<file path="src/rtl/core/gwf_pkg.sv">
// ----------------------------------------------------------------------------
// gwf_pkg: shared types and constants for the grid wall follower
// Holds the field widths, register indexes, heading codes, the controller
// state type and the command and status bundles between the two modules.
// ----------------------------------------------------------------------------
package gwf_pkg;

	localparam int MAX_SIDE_DEF = 8;
	localparam int MAP_W        = 64;
	localparam int SIDE_W       = 4;
	localparam int IDX_W        = 6;
	localparam int DIR_W        = 2;
	localparam int CFG_IDX_W    = 2;

	localparam logic [CFG_IDX_W-1:0] REG_WALL_MAP    = 2'd0;
	localparam logic [CFG_IDX_W-1:0] REG_GRID_WIDTH  = 2'd1;
	localparam logic [CFG_IDX_W-1:0] REG_GRID_HEIGHT = 2'd2;

	localparam logic [DIR_W-1:0] DIR_RIGHT = 2'd0;
	localparam logic [DIR_W-1:0] DIR_DOWN  = 2'd1;
	localparam logic [DIR_W-1:0] DIR_LEFT  = 2'd2;
	localparam logic [DIR_W-1:0] DIR_UP    = 2'd3;

	typedef enum logic [1:0] {
		ST_IDLE,
		ST_CHECK,
		ST_EMIT
	} state_t;

	typedef struct packed {
		logic start;      // item accepted: clear try counter and stuck flag
		logic step_try;   // current direction blocked, try the next one
		logic take_move;  // current direction open, move there
		logic set_stuck;  // all four directions blocked
		logic emit;       // load the output register
	} cmd_t;

	typedef struct packed {
		logic go;         // advance requested and walker not on last cell
		logic open;       // candidate neighbor is open
		logic last_try;   // fourth direction is under test
		logic out_free;   // output register can take a result
	} status_t;

endpackage

</file>
<file path="src/rtl/core/grid_wall_follower_step.sv">
// ----------------------------------------------------------------------------
// grid_wall_follower_step: right-hand wall follower on a small grid maze
// Each item on the input channel either moves the walker one cell or only
// reports its position; one result item comes back for every input item.
// ----------------------------------------------------------------------------
// Usage:
// The maze is set through the configuration channel: register 0 is the
// 64-bit wall map, register 1 the row width, register 2 the row count.
// Configuration writes are always taken (cfg_ready is tied high) and are
// meant to happen only while no item is in flight.
// An input item carries one bit, advance. With advance low, or with the
// walker already on the last cell, the result reports the current place.
// Otherwise the datapath tests the neighbor on the right-hand side, then
// straight ahead, then left, then back, one neighbor per clock cycle, and
// moves to the first open one; with none open the walker stays and the
// result flags stuck.
// A report goes from acceptance straight to loading the output register; a
// move first makes one to four neighbor tests on the single neighbor test
// unit, then loads the output register. One item is worked at a time. The
// next item is taken once the result has moved into the output register, so
// a result may wait there while the next item is worked. If the receiver
// stalls with a result still held, the controller waits before loading a new
// one; nothing is dropped. Reset puts the walker on cell 0 facing right,
// clears the wall map and sets the grid to 6 by 5.
// ----------------------------------------------------------------------------
module grid_wall_follower_step #(
	parameter int MAX_SIDE = gwf_pkg::MAX_SIDE_DEF
) (
	input  logic                          clk,
	input  logic                          arst_n,
	input  logic                          cfg_valid,
	output logic                          cfg_ready,
	input  logic [gwf_pkg::CFG_IDX_W-1:0] cfg_index,
	input  logic [gwf_pkg::MAP_W-1:0]     cfg_data,
	input  logic                          in_valid,
	output logic                          in_ready,
	input  logic                          advance,
	output logic                          out_valid,
	input  logic                          out_ready,
	output logic [gwf_pkg::IDX_W-1:0]     cell_index,
	output logic [gwf_pkg::DIR_W-1:0]     heading,
	output logic                          arrived,
	output logic                          stuck
);
	import gwf_pkg::*;

	// Commands flow from the controller to the datapath, status flows back.
	cmd_t    cmd;
	status_t sts;

	gwf_ctrl u_ctrl (
		.clk      (clk),
		.arst_n   (arst_n),
		.in_valid (in_valid),
		.in_ready (in_ready),
		.sts      (sts),
		.cmd      (cmd)
	);

	gwf_dpath #(
		.MAX_SIDE (MAX_SIDE)
	) u_dpath (
		.clk        (clk),
		.arst_n     (arst_n),
		.cfg_valid  (cfg_valid),
		.cfg_ready  (cfg_ready),
		.cfg_index  (cfg_index),
		.cfg_data   (cfg_data),
		.advance    (advance),
		.out_valid  (out_valid),
		.out_ready  (out_ready),
		.cell_index (cell_index),
		.heading    (heading),
		.arrived    (arrived),
		.stuck      (stuck),
		.cmd        (cmd),
		.sts        (sts)
	);

endmodule

</file>
<file path="src/rtl/core/gwf_ctrl.sv">
// ----------------------------------------------------------------------------
// gwf_ctrl: controller of the grid wall follower
// Sequences acceptance, up to four neighbor checks and the result hand-off.
// ----------------------------------------------------------------------------
module gwf_ctrl (
	input  logic             clk,
	input  logic             arst_n,
	input  logic             in_valid,
	output logic             in_ready,
	input  gwf_pkg::status_t sts,
	output gwf_pkg::cmd_t    cmd
);
	import gwf_pkg::*;

	state_t state_q;
	state_t state_nxt;

	always_ff @(posedge clk or negedge arst_n) begin
		if (!arst_n) begin
			state_q <= ST_IDLE;
		end else begin
			state_q <= state_nxt;
		end
	end

	always_comb begin
		state_nxt = state_q;
		case (state_q)
			ST_IDLE: begin
				if (in_valid) begin
					state_nxt = sts.go ? ST_CHECK : ST_EMIT;
				end
			end
			ST_CHECK: begin
				if (sts.open || sts.last_try) begin
					state_nxt = ST_EMIT;
				end
			end
			ST_EMIT: begin
				if (sts.out_free) begin
					state_nxt = ST_IDLE;
				end
			end
			default: state_nxt = ST_IDLE;
		endcase
	end

	always_comb begin
		in_ready = 1'b0;
		cmd      = '0;
		case (state_q)
			ST_IDLE: begin
				in_ready  = 1'b1;
				cmd.start = in_valid;
			end
			ST_CHECK: begin
				cmd.take_move = sts.open;
				cmd.set_stuck = !sts.open && sts.last_try;
				cmd.step_try  = !sts.open && !sts.last_try;
			end
			ST_EMIT: begin
				cmd.emit = sts.out_free;
			end
			default: begin
				in_ready = 1'b0;
			end
		endcase
	end

endmodule

</file>
<file path="src/rtl/core/gwf_dpath.sv">
// ----------------------------------------------------------------------------
// gwf_dpath: datapath of the grid wall follower
// Holds the maze registers, walker state, the neighbor test and the output
// register.
// ----------------------------------------------------------------------------
module gwf_dpath #(
	parameter int MAX_SIDE = gwf_pkg::MAX_SIDE_DEF
) (
	input  logic                            clk,
	input  logic                            arst_n,
	input  logic                            cfg_valid,
	output logic                            cfg_ready,
	input  logic [gwf_pkg::CFG_IDX_W-1:0]   cfg_index,
	input  logic [gwf_pkg::MAP_W-1:0]       cfg_data,
	input  logic                            advance,
	output logic                            out_valid,
	input  logic                            out_ready,
	output logic [gwf_pkg::IDX_W-1:0]       cell_index,
	output logic [gwf_pkg::DIR_W-1:0]       heading,
	output logic                            arrived,
	output logic                            stuck,
	input  gwf_pkg::cmd_t                   cmd,
	output gwf_pkg::status_t                sts
);
	import gwf_pkg::*;

	localparam int PW = (MAX_SIDE > 1) ? $clog2(MAX_SIDE) : 1;

	logic [MAP_W-1:0]  wall_map_q;
	logic [SIDE_W-1:0] grid_width_q;
	logic [SIDE_W-1:0] grid_height_q;
	logic [PW-1:0]     pos_x_q;
	logic [PW-1:0]     pos_y_q;
	logic [DIR_W-1:0]  facing_q;
	logic [1:0]        try_q;
	logic              stuck_q;
	logic              out_valid_q;
	logic [IDX_W-1:0]  cell_index_q;
	logic [DIR_W-1:0]  heading_q;
	logic              arrived_q;
	logic              stuck_out_q;

	logic [SIDE_W-1:0] eff_w;
	logic [SIDE_W-1:0] eff_h;
	logic [IDX_W-1:0]  idx;
	logic [IDX_W-1:0]  last_idx;
	logic              at_last;
	logic [DIR_W-1:0]  dir;
	logic [PW:0]       nx;
	logic [PW:0]       ny;
	logic              in_bounds;
	logic [IDX_W-1:0]  wall_bit;
	logic              nb_open;

	assign cfg_ready = 1'b1;

	// Sizes out of range are clamped to 1..MAX_SIDE.
	always_comb begin
		eff_w = grid_width_q;
		if (grid_width_q == '0) begin
			eff_w = SIDE_W'(1);
		end else if (grid_width_q > SIDE_W'(MAX_SIDE)) begin
			eff_w = SIDE_W'(MAX_SIDE);
		end
		eff_h = grid_height_q;
		if (grid_height_q == '0) begin
			eff_h = SIDE_W'(1);
		end else if (grid_height_q > SIDE_W'(MAX_SIDE)) begin
			eff_h = SIDE_W'(MAX_SIDE);
		end
	end

	assign idx      = IDX_W'(IDX_W'(pos_y_q) * IDX_W'(eff_w) + IDX_W'(pos_x_q));
	assign last_idx = IDX_W'(IDX_W'(eff_w) * IDX_W'(eff_h) - IDX_W'(1));
	assign at_last  = (idx == last_idx);

	// Try order: right of facing, straight, left, back.
	assign dir = DIR_W'(facing_q + DIR_W'(1) - try_q);

	always_comb begin
		nx        = {1'b0, pos_x_q};
		ny        = {1'b0, pos_y_q};
		in_bounds = 1'b0;
		case (dir)
			DIR_RIGHT: begin
				nx        = {1'b0, pos_x_q} + (PW+1)'(1);
				in_bounds = SIDE_W'(nx) < eff_w && SIDE_W'(ny) < eff_h;
			end
			DIR_DOWN: begin
				ny        = {1'b0, pos_y_q} + (PW+1)'(1);
				in_bounds = SIDE_W'(nx) < eff_w && SIDE_W'(ny) < eff_h;
			end
			DIR_LEFT: begin
				nx        = {1'b0, pos_x_q} - (PW+1)'(1);
				in_bounds = (pos_x_q != '0) && SIDE_W'(nx) < eff_w && SIDE_W'(ny) < eff_h;
			end
			DIR_UP: begin
				ny        = {1'b0, pos_y_q} - (PW+1)'(1);
				in_bounds = (pos_y_q != '0) && SIDE_W'(nx) < eff_w && SIDE_W'(ny) < eff_h;
			end
			default: in_bounds = 1'b0;
		endcase
	end

	assign wall_bit = IDX_W'(IDX_W'(ny) * IDX_W'(eff_w) + IDX_W'(nx));
	assign nb_open  = in_bounds && !wall_map_q[wall_bit];

	assign sts.go       = advance && !at_last;
	assign sts.open     = nb_open;
	assign sts.last_try = (try_q == 2'd3);
	assign sts.out_free = !out_valid_q || out_ready;

	always_ff @(posedge clk or negedge arst_n) begin
		if (!arst_n) begin
			wall_map_q    <= '0;
			grid_width_q  <= SIDE_W'(6);
			grid_height_q <= SIDE_W'(5);
		end else if (cfg_valid) begin
			case (cfg_index)
				REG_WALL_MAP:    wall_map_q    <= cfg_data;
				REG_GRID_WIDTH:  grid_width_q  <= cfg_data[SIDE_W-1:0];
				REG_GRID_HEIGHT: grid_height_q <= cfg_data[SIDE_W-1:0];
				default: begin
				end
			endcase
		end
	end

	always_ff @(posedge clk or negedge arst_n) begin
		if (!arst_n) begin
			pos_x_q  <= '0;
			pos_y_q  <= '0;
			facing_q <= DIR_RIGHT;
			try_q    <= '0;
			stuck_q  <= 1'b0;
		end else begin
			if (cmd.start) begin
				try_q   <= '0;
				stuck_q <= 1'b0;
			end
			if (cmd.step_try) begin
				try_q <= try_q + 2'd1;
			end
			if (cmd.set_stuck) begin
				stuck_q <= 1'b1;
			end
			if (cmd.take_move) begin
				pos_x_q  <= nx[PW-1:0];
				pos_y_q  <= ny[PW-1:0];
				facing_q <= dir;
			end
		end
	end

	always_ff @(posedge clk or negedge arst_n) begin
		if (!arst_n) begin
			out_valid_q <= 1'b0;
		end else if (cmd.emit) begin
			out_valid_q <= 1'b1;
		end else if (out_ready) begin
			out_valid_q <= 1'b0;
		end
	end

	always_ff @(posedge clk) begin
		if (cmd.emit) begin
			cell_index_q <= idx;
			heading_q    <= facing_q;
			arrived_q    <= at_last;
			stuck_out_q  <= stuck_q;
		end
	end

	assign out_valid  = out_valid_q;
	assign cell_index = cell_index_q;
	assign heading    = heading_q;
	assign arrived    = arrived_q;
	assign stuck      = stuck_out_q;

endmodule
</file>
<file path="config.mk">
export PLATFORM = sky130hd
export DESIGN_NAME = grid_wall_follower_step
export DESIGN_NICKNAME = d
export VERILOG_FILES = /design/src/rtl/core/gwf_pkg.sv /design/src/rtl/core/grid_wall_follower_step.sv /design/src/rtl/core/gwf_ctrl.sv /design/src/rtl/core/gwf_dpath.sv
export SDC_FILE = /design/constraint.sdc
export NUM_CORES = 1
export LEC_CHECK = 0
export BUFFER_PORTS_ARGS = -buffer_cell sky130_fd_sc_hd__buf_4
export CAP_MARGIN = 20
export CORE_ASPECT_RATIO = 0.9
export CORE_MARGIN = 2
export CORE_UTILIZATION = 40
export DETAILED_ROUTE_END_ITERATION = 10
export SETUP_SLACK_MARGIN = 0.2
export SYNTH_ARGS = -nofsm -noshare
export SYNTH_HDL_FRONTEND = slang
export SYNTH_HIERARCHICAL = 1
export SYNTH_SLANG_ARGS = --single-unit
export TNS_END_PERCENT = 10
</file>
<file path="constraint.sdc">
create_clock -name clk -period 19.1 [get_ports clk]
set_input_delay 2.865 -clock clk [delete_from_list [all_inputs] [get_ports clk]]
set_output_delay 2.865 -clock clk [all_outputs]
set_load 0.02 [all_outputs]
</file>
## Word-level counts from Yosys, hierarchy flattened

Index checks and enable logic that the tools add are counted.

- Equal/unequal tests: 12
- Multiplexer cells: 24
- Divide/modulo/power cells: 0
- Add/subtract/negate cells: 10
- $mul: 3
- Shift-type cells: 0
- Magnitude comparators: 9
- Bitwise gates (word level): 0
- Reduce and logical (&&, ||, !) cells: 31

Operator list:

| operator | count |
|---|---|
| $lt A4 B4 Y1 | 4 |
| $mux W4 | 4 |
| $pmux W4 S2 | 2 |
| $mul A4 B4 Y6 | 2 |
| $mux W2 | 6 |
| $eq A2 B2 Y1 const B | 5 |
| $logic_and A1 B1 Y1 | 10 |
| $add A3 B1 Y4 const B | 2 |
| $gt A4 B4 Y1 const B | 2 |
| $logic_not A4 Y1 | 2 |
| $lt A3 B4 Y1 | 2 |
| $mux W1 | 8 |
| $sub A3 B1 Y4 const B | 2 |
| $lt A6 B7 Y1 const B | 1 |
| $add A6 B3 Y6 | 1 |
| $add A6 B4 Y6 | 1 |
| $bmux W1 S6 | 1 |
| $eq A2 B1 Y1 const B | 3 |
| $eq A6 B6 Y1 | 1 |
| $logic_not A2 Y1 | 3 |
| $mul A3 B4 Y6 | 1 |
| $pmux W2 S3 | 1 |
| $reduce_and A2 Y1 | 3 |
| $reduce_bool A2 Y1 | 3 |
| other kinds (11) | 19 |

- Word-level logic and storage cells: 103
- RAM bits: 0
- Output and inout bits: 13
- Bits in read-only memories: 0
- Input port bits: 72
- Bits in latches: 0
- Memories kept: 0
- Bits in registers: 96

## Logic depth before layout (Yosys ltp)

- Depth in word-level cells: 14
- Mapped depth: 27
- Mapped depth without buffers: 24

## Hierarchy

The synthesis kept the hierarchy.

By module, submodules not included:

| module | cells each | times used | seq. area each (um2) | area an instance (um2) |
|---|---|---|---|---|
| gwf_dpath | 498 | 1 | 2,407.3 | 6,067.1 |
| gwf_ctrl | 12 | 1 | 50.0 | 146.4 |

## Worst setup path before layout

OpenSTA, ideal clock, no wires.

- Path type: register -> register
- Start: register u_dpath.pos_y_q[0]
- End: register u_dpath.pos_y_q[2]
- Stages on the path, launching flop included: 25
- Data required time: 19,021 ps
- Slack: 12,932 ps
- Buffers on the path: 3
- Period minus slack after synthesis: 6,168 ps
- Arrival time: 6,088 ps
- Library setup time: 79 ps
- Cell sequence: dfrtp_1 > clkbuf_1 > inv_1 > ha_1 > xnor2_1 > nor2_1 > a21oi_1 > nor2_1 > fa_1 > inv_1 > fa_1 > inv_1 > fa_1 > ha_1 > xnor2_1 > buf_2 > mux4_4 > mux4_2 > a211o_1 > a21oi_2 > buf_4 > and3b_2 > nand2_1 > nor2_1 > xor2_1

RTL lines:

| element | RTL line | RTL |
|---|---|---|
| start: declaration | gwf_dpath.sv:33 | `logic [PW-1:0] pos_y_q;` |
| start signal: assignment | gwf_dpath.sv:149 | `pos_y_q <= ny[PW-1:0];` |

==> run metrics <==
met1 Track Usage GR=0.2234; sequential share of power=0.208; area of the mapped netlist=6213 sq um; area of the multi-input gates=3492 sq um; Ys Warns=6; P_int=0.0008496 W; clock root cell=clkbuf_16; fmax=0.1471 GHz; aggregate global routing overflow=0; global-route wire length before repair=roughly 21000 um; cell area power density=197.6 nW/um^2; FILL cells=between 1k and 1.5k; # rows=43; routing usage on met2=0.2471; status=completed; R2R depth=22; Antenna Cells=0; ys async rst share=0.8958; port bufs=83; drt pass-1 iters=4; Synth top cells by count=dfrtp_1, mux2_2, ha_1; TritonCTS clock tree=done; Sw Ratio=0.4107; sequential area share after synthesis=0.3955; Post-synth EDFFs=10; Psw=0.0005922 W; synthesized instance count=510; vias=4010; Worst EP required=19380 ps; TNS Setup=0 ps; vias in the first global route=4051; final setup margin=12300 ps; Core ar.=15280 sq um; violation count after the first detailed-routing iteration=170; Slew @ Worst Pin=1015 ps; Clk pwr share=0.129; synth top area cells=dfrtp_1, mux2_2, ha_1; Die Ht=~120 um; type of origin of the critical path=flip-flop; CP max FO=10; Seq cells post-synth=96; Post-DP HPWL=9539 um; H-Tree Depth=3; max cap viols=0; Most Crowded Layer GR=met2; synth unique cells=55; Pins Over Slew Limit=0; CTS clock-pin slew for the worst setup and hold paths=70 ps; Die ar.=16550 sq um; Resized Gates After CTS=0; top-area cell type share of the netlist area=0.3302; final period utilization=0.3560; Layout area overhead=17.46%; I/O pin count=85; pin count of the biggest net entering global routing=76; GRT Util Overall=0.1617; syn_nets=between 600 and 700; antenna viol nets, final=0; Post-CTS Setup Inserts=0; Skew-Pair Late Insertion Delay=350 ps; final hold violations=0; DRC Markers=0; RSZ-0062 raised after global routing=no; Post-CTS Hold Fix Bufs=0; Crit Path Class=flip-flop to flip-flop; crit end category=flip-flop; static leakage power=3.329 nW; combinational power share=0.662; min-delay worst type=flip-flop to flip-flop; Vias/cell=approximately 5.1; mean routed wirelength per cell=15.73 um; top-count cell post-synth=dfrtp_1; share of layout cells above drive strength 1=0.3469; initial antenna violation count=0; met3 usage=0.05039; Register Area=roughly 2500 sq um; area leader, netlist=dfrtp_1; die width=around 140 um; Final setup viols=0; min cycle time layout=6799 ps; worst ir drop on vdd=113.6 uV; routed wire length=roughly 12000 um; Initial Util=0.4066; syn avg cell area=12.18 sq um; CTS buffer count=9; top_reg_cell synth=dfrtp_1; slew margin rel.=0.3236; CTS max path bufs=2; Final GP Congestion=around 0.81; skew final=8.845 ps; Critical Path AT=7080 ps; nets@finish=between 700 and 800; WHS Path Cells=0; clock tree sinks=96; pre-CTS WS=12330 ps
worst paths after layout:
| kind | slack (ps) | to | from |
|---|---|---|---|
| worst max-delay path | 12300 | u_dpath/pos_y_q[2] | u_dpath/try_q[0] |
| worst min-delay path | 460 | u_dpath/stuck | u_dpath/stuck_q |
| worst max register to register | 12300 | u_dpath/pos_y_q[2] | u_dpath/try_q[0] |
| worst min register to register | 460 | u_dpath/stuck | u_dpath/stuck_q |
| max in group asynchronous | 15590 | u_dpath/wall_map_q[1] | arst_n |
| min in group asynchronous | 2340 | u_dpath/pos_x_q[0] | arst_n |
flip-flops by register name, indices dropped and copies added, names as in the netlist:
name	count
u_dpath/arrived	1
u_dpath/try_q	2
u_dpath/wall_map_q	64
u_dpath/pos_y_q	3
u_dpath/out_valid	1
u_dpath/heading	2
u_ctrl/state_q	2
u_dpath/stuck	1
u_dpath/cell_index	6
u_dpath/stuck_q	1
u_dpath/grid_height_q	4
u_dpath/pos_x_q	3
u_dpath/grid_width_q	4
u_dpath/facing_q	2
metal layers:
layer | wire (um) | up-vias
met5 | 0 | -
met4 | 172 | 0
met3 | 799 | 16
met2 | 5698 | 99
met1 | 5801 | 1953
li1 | - | 1942
cell type report:
type / instances / share of cell area
sequential: 96 / 0.3367
clock buffer: 9 / 0.03086
clock inverter: 7 / 0.01183
inverter: 37 / 0.01903
multi-input combinational: 356 / 0.4785
tap: 202 / 0.03463
timing repair buffer: 86 / 0.08846
worst max-delay path, cell delays in order (launching register included):
cell     delay, ps
dfrtp_1        390
inv_1          100
ha_1           190
xor3_1         510
mux2i_1        340
nor2_1         120
xnor2_1        270
nor2_1         100
fa_1           490
inv_1           50
fa_1           530
inv_1           60
fa_1           470
ha_1           350
xnor2_1        470
mux4_4         520
mux4_2         500
a211o_1        330
a21oi_2        210
and3b_2        300
nand2_1        120
nor2_1         140
xor2_1         150
layout by cell type, fill, tap and decap left out, types with 3 or more instances in the layout:
| cell type | instances |
|---|---|
| a31oi_1 | 3 |
| xnor2_1 | 30 |
| o21ai_0 | 6 |
| dfstp_2 | 4 |
| mux4_2 | 12 |
| and2_1 | 4 |
| dfrtp_1 | 82 |
| a21oi_1 | 15 |
| mux4_4 | 4 |
| edfxtp_1 | 10 |
| a21o_1 | 9 |
| buf_4 | 86 |
| o211ai_1 | 5 |
| nand2b_1 | 5 |
| ha_1 | 54 |
| xor2_1 | 9 |
| clkbuf_16 | 9 |
| fa_1 | 15 |
| nand3_1 | 3 |
| nor2b_1 | 7 |
| nand2_1 | 18 |
| mux2i_1 | 8 |
| mux2_2 | 75 |
| nor3_1 | 7 |
| nor2_1 | 34 |
| inv_1 | 35 |
stage by stage:
step	power [W]	instances	instance area [sq um]	hold slack, ps	utilization
final	0.001442	793	7298	463.8	0.4776
after global routing	0.001568	793	7298	488.3	0.4776
after CTS	0.001459	793	7298	465.1	0.4776
after detailed placement	0.001262	777	6987	449.5	0.4573
after global placement	0.001244	777	6987	447.4	0.4573
after floorplan	0.001086	510	6213	425.3	-
logic make-up after synthesis:
logic type	after synthesis	share of synthesized area
muxes	99	0.2084
adders and majority gates	69	0.1571
buffers and inverters	58	0.04330
other	1	0.0006035
DFF	96	0.3955
and+or+nand+nor	92	0.07591
AOI/OAI and AO/OA	55	0.06041
xor gates and xnor gates	40	0.05880
power by group through the flow:
stage          Combinational (W)  Sequential [W]  Clock (W)
4_1_cts                 0.000964        0.000301   0.000194
6_report                0.000955        0.000301   0.000186
5_1_grt                  0.00106        0.000308   0.000203
2_1_floorplan           0.000788        0.000299          0
3_5_place_dp            0.000957        0.000305          0
3_3_place_gp            0.000942        0.000302          0
No activity file was read; power rests on OpenSTA's default activity.
